--- src/hdl/sst_pkg.sv ---
package sst_pkg;

	typedef enum logic [1:0] {
		OP_INSERT = 2'd0,
		OP_REMOVE = 2'd1,
		OP_SEARCH = 2'd2
	} opcode_t;

	typedef enum logic [2:0] {
		ST_INSERTED      = 3'd0,
		ST_DUPLICATE     = 3'd1,
		ST_REMOVED       = 3'd2,
		ST_REMOVE_ABSENT = 3'd3,
		ST_FOUND         = 3'd4,
		ST_NOT_FOUND     = 3'd5,
		ST_FULL          = 3'd6
	} status_t;

	// Shift commands broadcast to every cell of the row.
	typedef struct packed {
		logic insert;
		logic remove;
	} cell_ctrl_t;

endpackage

--- src/hdl/sst_req_if.sv ---
interface sst_req_if #(
	parameter int VALUE_BITS = 32
);
	logic                         valid;
	logic                         ready;
	logic [1:0]                   opcode;
	logic signed [VALUE_BITS-1:0] item_value;

	modport source (output valid, output opcode, output item_value, input ready);
	modport sink (input valid, input opcode, input item_value, output ready);
endinterface

--- src/hdl/sst_rsp_if.sv ---
interface sst_rsp_if import sst_pkg::*; #(
	parameter int VALUE_BITS = 32,
	parameter int COUNT_BITS = 5
);
	logic                         valid;
	logic                         ready;
	status_t                      status;
	logic signed [VALUE_BITS-1:0] echo_value;
	logic [COUNT_BITS-1:0]        entry_total;

	modport source (output valid, output status, output echo_value, output entry_total,
		input ready);
	modport sink (input valid, input status, input echo_value, input entry_total,
		output ready);
endinterface

--- src/hdl/sst_cell.sv ---
module sst_cell import sst_pkg::*; #(
	parameter int VALUE_BITS = 32
) (
	input  logic                         clk,
	input  logic                         arst_n,
	input  cell_ctrl_t                   ctrl,
	input  logic signed [VALUE_BITS-1:0] value,
	input  logic signed [VALUE_BITS-1:0] left_entry,
	input  logic                         left_valid,
	input  logic                         left_lt,
	input  logic signed [VALUE_BITS-1:0] right_entry,
	input  logic                         right_valid,
	output logic signed [VALUE_BITS-1:0] entry_q,
	output logic                         valid_q,
	output logic                         lt,
	output logic                         eq
);

	assign lt = valid_q && (entry_q < value);
	assign eq = valid_q && (entry_q == value);

	always_ff @(posedge clk or negedge arst_n) begin
		if (!arst_n) begin
			valid_q <= 1'b0;
		end else if (!lt) begin
			if (ctrl.insert) begin
				valid_q <= left_valid;
			end else if (ctrl.remove) begin
				valid_q <= right_valid;
			end
		end
	end

	// An insert opens a gap at the first entry not below the value and pushes
	// the rest one cell to the right; a remove pulls them one cell to the left.
	always_ff @(posedge clk) begin
		if (!lt) begin
			if (ctrl.insert) begin
				entry_q <= left_lt ? value : left_entry;
			end else if (ctrl.remove) begin
				entry_q <= right_entry;
			end
		end
	end

endmodule

--- src/hdl/sorted_set_table.sv ---
// Sorted set table: keeps up to CAPACITY distinct signed values in ascending
// order in a row of cells, each holding one entry and its occupied flag.
//
// Channels: req carries an opcode (insert, remove, search) and a value; rsp
// returns one item per request with a status, the value it carried and the
// number of stored entries after the operation. Opcode 3 acts as a search.
//
// Every cell compares its entry with the request value at once, and an insert
// or remove shifts the row by one cell in the same cycle, so the block takes
// one item per cycle unless the receiver stalls; the response appears in the
// cycle after acceptance. The compare across the whole row sets that rate.
//
// The response sits in an output register. While the receiver stalls, that
// register holds and req.ready is low; no item is lost or repeated.
//
// Reset empties the table and clears the response valid flag; req.ready stays
// low until the first clock edge after reset is released.
module sorted_set_table import sst_pkg::*; #(
	parameter int CAPACITY   = 16,
	parameter int VALUE_BITS = 32
) (
	input logic      clk,
	input logic      arst_n,
	sst_req_if.sink  req,
	sst_rsp_if.source rsp
);

	localparam int COUNT_BITS = $clog2(CAPACITY + 1);

	logic signed [VALUE_BITS-1:0] entry [CAPACITY];
	logic [CAPACITY-1:0]          occ;
	logic [CAPACITY-1:0]          lt;
	logic [CAPACITY-1:0]          eq;

	logic                  run_q;
	logic                  accept;
	logic                  found;
	logic                  full;
	logic [COUNT_BITS-1:0] count_q;
	logic [COUNT_BITS-1:0] count_d;
	status_t               status_d;
	cell_ctrl_t            ctrl;

	logic                         rsp_valid_q;
	status_t                      status_q;
	logic signed [VALUE_BITS-1:0] echo_q;
	logic [COUNT_BITS-1:0]        total_q;

	assign req.ready = run_q && (!rsp_valid_q || rsp.ready);
	assign accept    = req.valid && req.ready;
	assign found     = |eq;
	assign full      = occ[CAPACITY-1];

	always_comb begin
		ctrl     = '0;
		count_d  = count_q;
		status_d = ST_NOT_FOUND;
		case (opcode_t'(req.opcode))
			OP_INSERT: begin
				if (found) begin
					status_d = ST_DUPLICATE;
				end else if (full) begin
					status_d = ST_FULL;
				end else begin
					status_d    = ST_INSERTED;
					ctrl.insert = accept;
					count_d     = count_q + COUNT_BITS'(1);
				end
			end
			OP_REMOVE: begin
				if (found) begin
					status_d    = ST_REMOVED;
					ctrl.remove = accept;
					count_d     = count_q - COUNT_BITS'(1);
				end else begin
					status_d = ST_REMOVE_ABSENT;
				end
			end
			default: begin
				status_d = found ? ST_FOUND : ST_NOT_FOUND;
			end
		endcase
	end

	for (genvar i = 0; i < CAPACITY; i++) begin : g_cell
		logic signed [VALUE_BITS-1:0] left_entry;
		logic signed [VALUE_BITS-1:0] right_entry;
		logic                         left_valid;
		logic                         left_lt;
		logic                         right_valid;

		if (i == 0) begin : g_first
			assign left_entry = '0;
			assign left_valid = 1'b1;
			assign left_lt    = 1'b1;
		end else begin : g_inner_left
			assign left_entry = entry[i-1];
			assign left_valid = occ[i-1];
			assign left_lt    = lt[i-1];
		end

		if (i == CAPACITY - 1) begin : g_last
			assign right_entry = '0;
			assign right_valid = 1'b0;
		end else begin : g_inner_right
			assign right_entry = entry[i+1];
			assign right_valid = occ[i+1];
		end

		sst_cell #(
			.VALUE_BITS(VALUE_BITS)
		) u_cell (
			.clk        (clk),
			.arst_n     (arst_n),
			.ctrl       (ctrl),
			.value      (req.item_value),
			.left_entry (left_entry),
			.left_valid (left_valid),
			.left_lt    (left_lt),
			.right_entry(right_entry),
			.right_valid(right_valid),
			.entry_q    (entry[i]),
			.valid_q    (occ[i]),
			.lt         (lt[i]),
			.eq         (eq[i])
		);
	end

	always_ff @(posedge clk or negedge arst_n) begin
		if (!arst_n) begin
			run_q       <= 1'b0;
			count_q     <= '0;
			rsp_valid_q <= 1'b0;
		end else begin
			run_q <= 1'b1;
			if (accept) begin
				count_q     <= count_d;
				rsp_valid_q <= 1'b1;
			end else if (rsp.ready) begin
				rsp_valid_q <= 1'b0;
			end
		end
	end

	always_ff @(posedge clk) begin
		if (accept) begin
			status_q <= status_d;
			echo_q   <= req.item_value;
			total_q  <= count_d;
		end
	end

	assign rsp.valid       = rsp_valid_q;
	assign rsp.status      = status_q;
	assign rsp.echo_value  = echo_q;
	assign rsp.entry_total = total_q;

endmodule

--- src/flat_wrapper.sv ---
// flat-port wrapper written by rule: the top's interface ports become plain ports
module sorted_set_table_flat import sst_pkg::*;
#(
	parameter int CAPACITY   = 16,
	parameter int VALUE_BITS = 32
)
  (clk, arst_n, req_valid, req_opcode, req_item_value, req_ready, rsp_valid, rsp_status, rsp_echo_value, rsp_entry_total, rsp_ready);
  sst_req_if #(.VALUE_BITS(VALUE_BITS)) req_i ();
  sst_rsp_if #(.VALUE_BITS(VALUE_BITS)) rsp_i ();
  input logic clk;
  input logic arst_n;
  input wire logic [$bits(req_i.valid)-1:0] req_valid;
  input wire logic [$bits(req_i.opcode)-1:0] req_opcode;
  input wire logic [$bits(req_i.item_value)-1:0] req_item_value;
  output wire logic [$bits(req_i.ready)-1:0] req_ready;
  output wire logic [$bits(rsp_i.valid)-1:0] rsp_valid;
  output wire logic [$bits(rsp_i.status)-1:0] rsp_status;
  output wire logic [$bits(rsp_i.echo_value)-1:0] rsp_echo_value;
  output wire logic [$bits(rsp_i.entry_total)-1:0] rsp_entry_total;
  input wire logic [$bits(rsp_i.ready)-1:0] rsp_ready;
  assign req_i.valid = req_valid;
  assign req_i.opcode = req_opcode;
  assign req_i.item_value = req_item_value;
  assign req_ready = req_i.ready;
  assign rsp_valid = rsp_i.valid;
  assign rsp_status = rsp_i.status;
  assign rsp_echo_value = rsp_i.echo_value;
  assign rsp_entry_total = rsp_i.entry_total;
  assign rsp_i.ready = rsp_ready;
  sorted_set_table #(.CAPACITY(CAPACITY), .VALUE_BITS(VALUE_BITS)) u_core (.clk(clk), .arst_n(arst_n), .req(req_i), .rsp(rsp_i));
endmodule
--- config.mk ---
export PLATFORM = sky130hd
export DESIGN_NAME = sorted_set_table_flat
export DESIGN_NICKNAME = d
export VERILOG_FILES = /design/src/hdl/sst_pkg.sv /design/src/hdl/sst_req_if.sv /design/src/hdl/sst_rsp_if.sv /design/src/hdl/sst_cell.sv /design/src/hdl/sorted_set_table.sv /design/src/flat_wrapper.sv
export SDC_FILE = /design/constraint.sdc
export NUM_CORES = 2
export LEC_CHECK = 0
export BUFFER_PORTS_ARGS = -buffer_cell sky130_fd_sc_hd__buf_2
export CAP_MARGIN = 0
export CORE_MARGIN = 5
export CORE_UTILIZATION = 60
export DETAILED_ROUTE_END_ITERATION = 6
export MAX_ROUTING_LAYER = met4
export PLACE_DENSITY = 0.74
export SYNTH_ARGS = -nofsm -noshare
export SYNTH_HDL_FRONTEND = slang
export SYNTH_HIERARCHICAL = 1
export SYNTH_SLANG_ARGS = --single-unit
--- constraint.sdc ---
create_clock -name clk -period 16.1 [get_ports clk]
set_clock_uncertainty 0.2 [all_clocks]
set_input_delay 4.025 -clock clk [delete_from_list [all_inputs] [get_ports clk]]
set_output_delay 4.025 -clock clk [all_outputs]
set_load 0.02 [all_outputs]
==> metrics.txt <==
die area=approximately 0.076 mm2; vias per inst=roughly 5.8; reg-to-reg startpoint=u_core/g_cell[10].u_cell/entry_q[27]$_DFFE_PP_; first-pass GRT wire length=between 150,000 and 200,000 um; setup repair after global routing missed its margin=false; max_cap viols=0; initial antenna violation count=1; num ports=80; setup slack, reg-to-reg=9.98 ns; fin crit share=around three fifths; Std-Cell Rows=between 90 and 100; CP max stage delay=between 0.8 and 0.9 ns; total CTS buffers=a little under 70; clock edge transition at the registers on the reported setup and hold paths=0.06 ns; CP Max Fanout=97; FF+latch count, synth=~580; Final Max Tran Viols=0; P_leak=20.7 nW; Peak VDD IR=~0.070 mV; chip height=around 280 um; Post-Route WL=~100,000 um; remaining global-route overflow=0; clk buf depth=3; CP Cell Sequence=buf_2, inv_1, ha_1, nand4_1, nor4_4, nand4_1, nor2_1, nor4_2, nand4_2, inv_2, and3_4, buf_4, buf_4, nor2_1, nor2_2, buf_4; GP Congestion=about 0.87; post-route DRC violation count=0; Syn Area/Cell=between 9 and 10 um2; largest net degree at the start of global routing=201; Worst path top cell family by delay=buffers and inverters; R2R cell count=14; Final Power=~0.0038 W; Layout Nets=about 4,900; clock latency on the worst-skew pair=0.62 ns; sequential fraction of the synthesis area=between 40% and 50%; required time of the critical path=~16 ns; Post-Synthesis Cells=about 4,300; post-synth top area share=roughly two fifths; root buffer selected by CTS=clkbuf_16; RR Endpoint=u_core/g_cell[13].u_cell/entry_q[23]$_DFFE_PP_; Avg WL per Cell=approximately 18 um; Setup TNS Final=0 ns; PwrDens=just over 80 mW/mm2; gr usage total=26.4%; Routed Antenna Nets=0; post-DP HPWL=between 70,000 and 80,000 um; Setup crit start kind=primary input; Setup violations, final=0; CP dominant cell by count=buf_4; WHS Path Cells=2; Gates resized, CTS repair=0; Final Core Density=about two thirds; vias=about 31,000; Fmax=about 100 MHz; Yosys warning count=6; minimum clock period=approximately 9.8 ns; Worst-Margin Slew=between 0.9 and 1 ns; CP Buf/Inv Count=6; Slowest-stage cell, CP=buf_4; Synth area leaders=edfxtp_1 39%, ha_1 15%, mux2i_1 13%, a21oi_1 8.2%, nor2_1 5.3%; Setup Crit Path Kind=in2reg; ratio of cells with drive above 1 in the final layout=under 10%; hold_sp=u_core/run_q$_DFF_PN0_; initial core utilization=60.3%; Core Region=~0.07 mm2; synthesized area=0.0422 mm2; hold_ws=about 0.30 ns; Post CTS Setup Buffer Count=0; EDFF count, synth=roughly 550; DP Area=around 0.044 mm2; worst hold endpoint=u_core/rsp.valid$_DFFE_PN0P_; Antenna Cells=0; CTS sink cnt=roughly 580; worst slew margin relative to its limit=between 30% and 40%; Area Growth Syn to Fin=8.85%; hold-fix buffers at CTS=0; First-pass DRT Iterations=5; status=complete, no violations; Synth async-reset ratio=4.00%; final hold vios=0; TritonCTS clock tree=yes; ys flop type=edfxtp_1; cell taking the most area after synthesis=edfxtp_1; H-Tree Depth=3; Final Cell Area=roughly 0.046 mm2; synth cell count leaders=690 x a21oi_1, 599 x nor2_1, 552 x edfxtp_1, 531 x inv_1, 529 x mux2i_1; CP arrival=slightly below 10 ns; number of global-route vias before repair=30,500; CP Capture Type=flop; top-count cell post-synth=a21oi_1; IO Port Bufs=79; Die W=approximately 280 um; starting DRC count in detailed routing=roughly 2,400; synth unique cells=50; Hold Path Class=reg2reg
## area by class of cell
class                      count  area (um2)
fill                        5585       24000
timing repair buffer         128         776
tap                          940        1180
inverter                     532        2000
sequential                   575       17200
clock buffer                  91        1870
clock inverter                33         250
multi-input combinational   3088       22700
## flip-flops by register name (all words and copies together), names as in the netlist
| name | count |
|---|---|
| u_core/count_q | 5 |
| u_core/g_cell.u_cell/entry_q | 512 |
| u_core/g_cell.u_cell/valid_q | 16 |
| u_core/rsp.echo_value | 32 |
| u_core/rsp.entry_total | 5 |
| u_core/rsp.status | 3 |
| u_core/rsp.valid | 1 |
| u_core/run_q | 1 |
## where the power goes
part	total [W]	switching [W]	internal (W)
clock network	0.00149	0.000627	0.000866
logic	0.000620	0.000372	0.000248
registers	0.00171	0.0000320	0.00167
total	0.00382	0.00103	0.00279
## per-layer routing
layer  track usage (%)  part of all wire, %  vias to the layer above
li1                  -                    -                    15700
met1              35.0                   46                    14600
met2              43.3                   48                      667
met3              2.45                  3.7                      189
met4              8.22                  2.9                        0
met5                 -                    0                        -
## worst max path at each step
| stage | from | to | slack (ns) | cells after the start |
|---|---|---|---|---|
| final | req_item_value[27] | u_core/g_cell[13].u_cell/entry_q[23]$_DFFE_PP_ | 6.25 | 16 |
| after global routing | req_item_value[27] | u_core/g_cell[13].u_cell/entry_q[23]$_DFFE_PP_ | 5.87 | 16 |
| after global placement | req_item_value[27] | u_core/g_cell[14].u_cell/entry_q[24]$_DFFE_PP_ | 5.79 | 16 |
| after CTS | req_item_value[27] | u_core/g_cell[13].u_cell/entry_q[23]$_DFFE_PP_ | 6.34 | 16 |
| after floorplan | rsp_ready | u_core/g_cell[0].u_cell/entry_q[0]$_DFFE_PP_ | 6.78 | 9 |
| after detailed placement | req_item_value[27] | u_core/g_cell[13].u_cell/entry_q[26]$_DFFE_PP_ | 5.71 | 16 |
## through the flow
step,cells,worst slack [ns]
after detailed placement,5263,5.71
after floorplan,4375,6.78
after CTS,5387,6.34
after global routing,5387,5.87
after global placement,5263,5.79
final,5387,6.25
## worst reg2reg max path, stage by stage (launching register included)
cell	delay, ns
edfxtp_1	0.45
ha_1	0.35
nand4_1	0.18
nor4_4	0.09
nand4_1	0.15
nor2_1	0.09
nor4_2	0.48
nand4_2	0.59
inv_2	0.24
and3_4	0.63
buf_4	0.72
buf_4	0.90
nor2_1	0.20
nor2_2	0.12
buf_4	0.38
## placed cells by master (no fill, tap or decap), types with 17 or more instances in the layout
cell / n
conb_1: 68
nand3_1: 32
buf_4: 48
dfrtp_1: 23
and3_1: 17
nand2b_1: 50
edfxtp_1: 552
nor2_1: 583
o21ai_0: 65
nand2_1: 135
a21oi_1: 690
a21o_1: 32
nand4_2: 17
ha_1: 514
mux2i_1: 529
clkbuf_16: 69
a221oi_1: 17
buf_2: 79
a221oi_2: 17
nand4_1: 97
inv_1: 530
o21ai_1: 19
## logic make-up after synthesis
group | after synthesis | share of synthesized area [%]
xor+xnor | 9 | 0.187
fa+ha+maj | 514 | 15.3
other cells | 2 | 0.0178
simple gates | 1026 | 11.8
buf+inv | 712 | 6.50
mux | 547 | 13.1
flops | 575 | 40.7
compound gates | 924 | 12.5
No activity file was read; power rests on OpenSTA's default activity.
